## config.mk

```make
export PLATFORM = sky130hd
export DESIGN_NAME = ttb_div
export DESIGN_NICKNAME = d
export VERILOG_FILES = /design/src/rtl/core/ttb_pkg.sv /design/src/rtl/core/ttb_div.sv
export SDC_FILE = /design/constraint.sdc
export NUM_CORES = 1
export LEC_CHECK = 0
export ABC_AREA = 0
export ABC_CLOCK_PERIOD_IN_PS = 4300
export BUFFER_PORTS_ARGS = -buffer_cell sky130_fd_sc_hd__buf_2
export CAP_MARGIN = 20
export CORE_MARGIN = 2
export CORE_UTILIZATION = 50
export DETAILED_ROUTE_END_ITERATION = 8
export GPL_TIMING_DRIVEN = 0
export PLACE_DENSITY = 0.72
export REMOVE_ABC_BUFFERS = 1
export SYNTH_ARGS = -nofsm -noshare
export SYNTH_HDL_FRONTEND = slang
export SYNTH_SLANG_ARGS = --single-unit
export TNS_END_PERCENT = 30
```

## constraint.sdc

```tcl
create_clock -name clk -period 4.3 [get_ports clk]
set_input_delay 0 -clock clk [delete_from_list [all_inputs] [get_ports clk]]
set_output_delay 0 -clock clk [all_outputs]
set_load 0.1 [all_outputs]
```

## src/rtl/core/ttb_pkg.sv

```systemverilog
// Package for the triangle tangent/bitangent core.
// Holds field widths, the divide step count and the divider request/response types.
package ttb_pkg;
  localparam int POS_W = 32;
  localparam int TEX_W = 24;
  localparam int DP_W  = 33;
  localparam int DT_W  = 25;
  localparam int NUM_W = 60;
  localparam int DIV_STEPS = 48;  // 32 integer bits (enough to see overflow) + 16 fraction
  localparam int DEF_DIV_STEPS = DIV_STEPS;

  // Divider request and status between top and divider.
  typedef struct packed {
    logic              start;
    logic [NUM_W-1:0]  num;
    logic [NUM_W-1:0]  den;
  } div_req_t;

  typedef struct packed {
    logic              done;
    logic [31:0]       q;
    logic              clip;
  } div_rsp_t;
endpackage

```

## src/rtl/core/ttb_div.sv

```systemverilog
// Serial signed divider: trunc(num*2^16/den), saturated to 32 bits.
// Depends on ttb_pkg for widths and request/response structs.
module ttb_div #(
  parameter int STEPS = ttb_pkg::DEF_DIV_STEPS
) (
  input  logic              clk,
  input  logic              rst_n,
  input  ttb_pkg::div_req_t req,
  output ttb_pkg::div_rsp_t rsp
);
  import ttb_pkg::*;

  localparam int CW = $clog2(STEPS + 1);
  localparam int QW = STEPS;
  localparam int DW = NUM_W + 16;

  logic          busy_r;
  logic [CW-1:0] cnt_r;
  logic [DW-1:0] n_r;     // numerator magnitude scaled by 2^16, shifted out MSB first
  logic [NUM_W:0] rem_r;
  logic [NUM_W-1:0] d_r;
  logic [QW-1:0] q_r;
  logic          neg_r;
  logic          done_r;
  logic [NUM_W-1:0] nmag, dmag;
  logic [NUM_W:0] trial;
  logic [NUM_W:0] rem_sh;
  logic [QW:0]   q_abs;
  logic [31:0]   q_out;
  logic          clip_out;

  assign nmag = req.num[NUM_W-1] ? (~req.num + 1'b1) : req.num;
  assign dmag = req.den[NUM_W-1] ? (~req.den + 1'b1) : req.den;
  assign rem_sh = {rem_r[NUM_W-1:0], n_r[DW-1]};
  assign trial = rem_sh - {1'b0, d_r};

  always_ff @(posedge clk) begin
    if (!rst_n) begin
      busy_r <= 1'b0;
      done_r <= 1'b0;
      cnt_r  <= '0;
    end else begin
      done_r <= 1'b0;
      if (req.start) begin
        busy_r <= 1'b1;
        cnt_r  <= '0;
        // Quotient bits above STEPS are zero only if the high numerator part is small;
        // skip leading bits: numerator < 2^60, keep top DW-STEPS bits preloaded in rem.
        n_r    <= {nmag, 16'd0} << (DW - STEPS);
        rem_r  <= (NUM_W+1)'({nmag, 16'd0} >> STEPS);
        d_r    <= dmag;
        neg_r  <= req.num[NUM_W-1] ^ req.den[NUM_W-1];
        q_r    <= '0;
      end else if (busy_r) begin
        if (!trial[NUM_W]) begin
          rem_r <= trial;
          q_r   <= {q_r[QW-2:0], 1'b1};
        end else begin
          rem_r <= rem_sh;
          q_r   <= {q_r[QW-2:0], 1'b0};
        end
        n_r <= n_r << 1;
        if (cnt_r == CW'(STEPS - 1)) begin
          busy_r <= 1'b0;
          done_r <= 1'b1;
        end
        cnt_r <= cnt_r + 1'b1;
      end
    end
  end

  // Overflow also if the preloaded high part already reaches the divisor.
  logic hi_ovf_r;
  always_ff @(posedge clk) begin
    if (req.start) hi_ovf_r <= (({nmag, 16'd0} >> STEPS) >= DW'(dmag));
  end

  always_comb begin
    q_abs = {hi_ovf_r, q_r};
    clip_out = 1'b0;
    if (neg_r) begin
      if (q_abs > (QW+1)'(33'h080000000)) begin
        clip_out = 1'b1;
        q_out = 32'h80000000;
      end else begin
        q_out = 32'(~q_abs + 1'b1);
      end
    end else if (q_abs > (QW+1)'(32'h7FFFFFFF)) begin
      clip_out = 1'b1;
      q_out = 32'h7FFFFFFF;
    end else begin
      q_out = q_abs[31:0];
    end
  end

  assign rsp.done = done_r;
  assign rsp.q    = q_out;
  assign rsp.clip = clip_out;
endmodule

```

==> flow_metrics.py <==
metrics = {
    "clocking": {
        "clk_latency_ns": 0.54,
        "cts_root_buffer": "clkbuf_16",
        "clk_pin_slew_worst_paths_ns": 0.06,
        "htreeDepth": 1,
        "tritoncts": "yes",
        "cts_sinks": 210,
        "cts_inserted_buffers": 25,
        "cts-root-to-sink-buffers": 3,
    },
    "hold_path": {
        "hp-class": "in2reg",
    },
    "sta": {
        "min_period_ns": 4.24,
        "setup_viol": 0,
        "hold_viol_final": 0,
        "slew-limit-headroom_pct": 28.9,
        "max_freq_ghz": 0.236,
        "drv_slew": 0,
        "grt_setup_unrepaired": "yes",
        "max_slew.worst_pin.slew_ns": 1.07,
        "clock_skew_ns": 0.0213,
        "finalWorstSetupSlack_ns": 0.0620,
        "final_setup_tns_ns": 0,
        "fin_crit_sh_pct": 98.6,
    },
    "logic_synthesis": {
        "ys_top_cells_by_area": "edfxtp_1 (37%), ha_1 (7.0%), xnor2_1 (5.0%)",
        "cell_taking_the_most_area_after_synthesis": "edfxtp_1",
        "synth-warning-count": 0,
        "ys_seq_elements": 210,
        "synth_cell_type_count": 79,
        "mappedNetlistArea_um2": 16600,
        "ys_async_sr_fraction_pct": 0,
        "yosys.area.top_type_share_pct": 36.6,
        "postSynthAreaPerCell_um2": 8.82,
        "synth.yosys.seq_area_share_pct": 37.6,
        "synthCells": 1879,
        "number_of_flops_mapped_to_enable_cells_by_yosys": 202,
        "postSynth.topFlopCell": "edfxtp_1",
    },
    "pwr": {
        "power.density_cell_area_nw_per_um2": 355,
        "power_mw": 7.27,
        "cellLeakagePower_nw": 7.94,
        "vdd_drop_max_mv": 0.310,
    },
    "setup_path": {
        "cp.arrival_ns": 4.55,
        "r2r_end": "rem_r[26]",
        "critical_path.startpoint": "req[75]",
        "timing.critical_path.from_type": "input pin",
        "worstSetupEndpointType": "register",
        "crit_path_max_fanout": 4,
        "crit_required_ns": 4.61,
        "setup.worst_path.end": "hi_ovf_r",
        "reg2reg_depth": 16,
        "critical_path_class": "in2reg",
        "worst_flop_to_flop_path_startpoint": "n_r[75]",
        "reg2reg_slack_ns": 0.22,
    },
    "final_layout": {
        "final_cell_mix": "edfxtp_1 (202), a21oi_1 (149), nand2_1 (145)",
        "final_layout_size_suffix_gt1_share_pct": 15.0,
        "area.growth.synth_to_final_pct": 23.8,
        "layout.core_utilization_pct": 62.8,
        "final_net_count": 2348,
        "layout_commonest_cell": "edfxtp_1",
        "diode_insertion_count_for_antenna_repair": 0,
    },
    "grt": {
        "grt_pass1_wl_um": 80100,
        "global_route.overflow_total": 0,
        "grt_max_degree": 124,
        "antenna_found_initial": 1,
        "grt_pass1_vias": 15307,
        "grt_use_total_pct": 28.8,
    },
    "outcome": {
        "outcome": "finished clean",
    },
    "drt": {
        "routed_wirelength_um": 50800,
        "vias": 16079,
        "wl_per_cell_um": 19.6,
        "detail_route.iter0.violations": 1490,
        "drc_viols": 0,
        "pre_antenna_drt_iters": 7,
        "drt.antenna.violating_nets": 0,
        "via_per_instance_ratio": 6.20,
    },
    "floorplan": {
        "floorplan.core_area_um2": 32600,
        "io-pin-count": 157,
        "die-width_um": 186,
        "row_count": 66,
        "design.die.area_um2": 34600,
        "floorplan.initialDensity_pct": 50.8,
        "chipHeight_um": 186,
    },
    "place": {
        "gp_congestion": 0.924,
        "half_perimeter_wire_length_of_the_detailed_placement_result_um": 33600,
        "numPortBuffers": 156,
        "pre_cts_ws_ns": -1.43,
    },
    "flow_run": {
        "max_cap_violations": 0,
    },
}
per-layer routing:
metal	global-route usage, %	routed length, um	up-vias
met4	7.91	1300	0
met2	47.0	23500	814
li1	-	-	7525
met1	38.8	21400	7636
met3	5.93	4740	104
met5	0	0	-
sequential cells by signal, indices dropped and copies added, names as in the netlist:
signal    cells
d_r          60
q_r          48
cnt_r         6
done_r        1
rem_r        60
neg_r         1
hi_ovf_r      1
n_r          32
busy_r        1
worst max-delay path, stage by stage:
cell           delay, ns
dlygate4sd3_1       0.54
buf_2               0.17
nor3_4              0.30
buf_4               0.18
and3_4              0.18
nand4_1             0.12
buf_4               0.19
or2_2               0.28
o31ai_1             0.25
xnor2_1             0.21
ha_1                0.36
nand4_1             0.11
o21bai_1            0.22
a2111oi_4           0.37
o31ai_1             0.19
or4b_4              0.59
nor4_4              0.27
logic make-up after synthesis:
family                     count (synthesis)  synth area share (%)
AOI/OAI and AO/OA                        550                  21.1
muxes                                      3                 0.181
and+or+nand+nor                          626                  19.9
DFF                                      210                  37.6
adders and majority gates                 94                  7.15
buffers and inverters                    231                  5.28
xor gates and xnor gates                 165                  8.72
power breakdown:
group / switching, mW / internal (mW)
Combinational: 1.52 / 0.937
Clock: 0.915 / 1.32
Sequential: 0.107 / 2.47
Total: 2.54 / 4.73
Yosys cell counts (5+ instances only):
cell type,number
or2_2,12
clkbuf_1,92
o31a_1,6
nand3_1,47
or4b_2,5
dfxtp_1,8
nor2b_1,57
ha_1,93
nand2_1,145
and2_1,12
o21ai_0,147
nand4_1,57
and3_1,5
a21oi_1,153
a21boi_0,7
xor2_1,71
nor2_1,113
o311ai_0,33
nor3_1,46
nand2b_1,18
o211ai_1,8
a211oi_1,12
or4_1,19
a311o_1,5
inv_1,134
a21o_1,33
o41ai_1,18
o21bai_1,11
xnor2_1,94
nor4_1,24
or3b_2,5
edfxtp_1,202
o21a_1,9
o31ai_1,40
or3_1,34
a31oi_1,19
o22ai_1,11
metrics by stage:
stage / std cells / hold slack [ns] / cell area (um^2)
5_1_grt: 2592 / 0.0405 / 20500
3_3_place_gp: 2381 / 0.270 / 17500
3_5_place_dp: 2395 / 0.272 / 17800
2_1_floorplan: 1783 / 0.0989 / 16200
4_1_cts: 2578 / 0.00118 / 20200
6_report: 2592 / 0.0127 / 20500
cell type report:
| cell class | count | area [um^2] |
|---|---|---|
| Clock inverter | 20 | 233 |
| Inverter | 135 | 507 |
| Clock buffer | 26 | 629 |
| Multi-Input combinational cell | 1442 | 9820 |
| Sequential cell | 210 | 6230 |
| Tap cell | 442 | 553 |
| Fill cell | 2615 | 12100 |
| Timing Repair Buffer | 317 | 2530 |
timing repair:
| item | in CTS | in global routing |
|---|---|---|
| buffers inserted | 11 | 13 |
| hold buffers | 123 | 0 |
| cloned | 3 | 1 |
| pin swaps | 14 | 13 |
| setup endpoints to repair | 78 | 51 |
| resized for setup | 63 | 46 |
| hold endpoints to repair | 142 | 0 |
worst min path at each step:
stage / start / to / slack [ns] / cells after the start
floorplan: req[0] / d_r[0] / 0.1 / 0
global placement: req[0] / d_r[0] / 0.27 / 1
detailed placement: req[0] / d_r[0] / 0.27 / 1
CTS: req[18] / d_r[19] / 0.001 / 4
global route: req[12] / d_r[13] / 0.04 / 4
finish: req[114] / rem_r[22] / 0.01 / 4
Power figures use the tool's default switching activity.
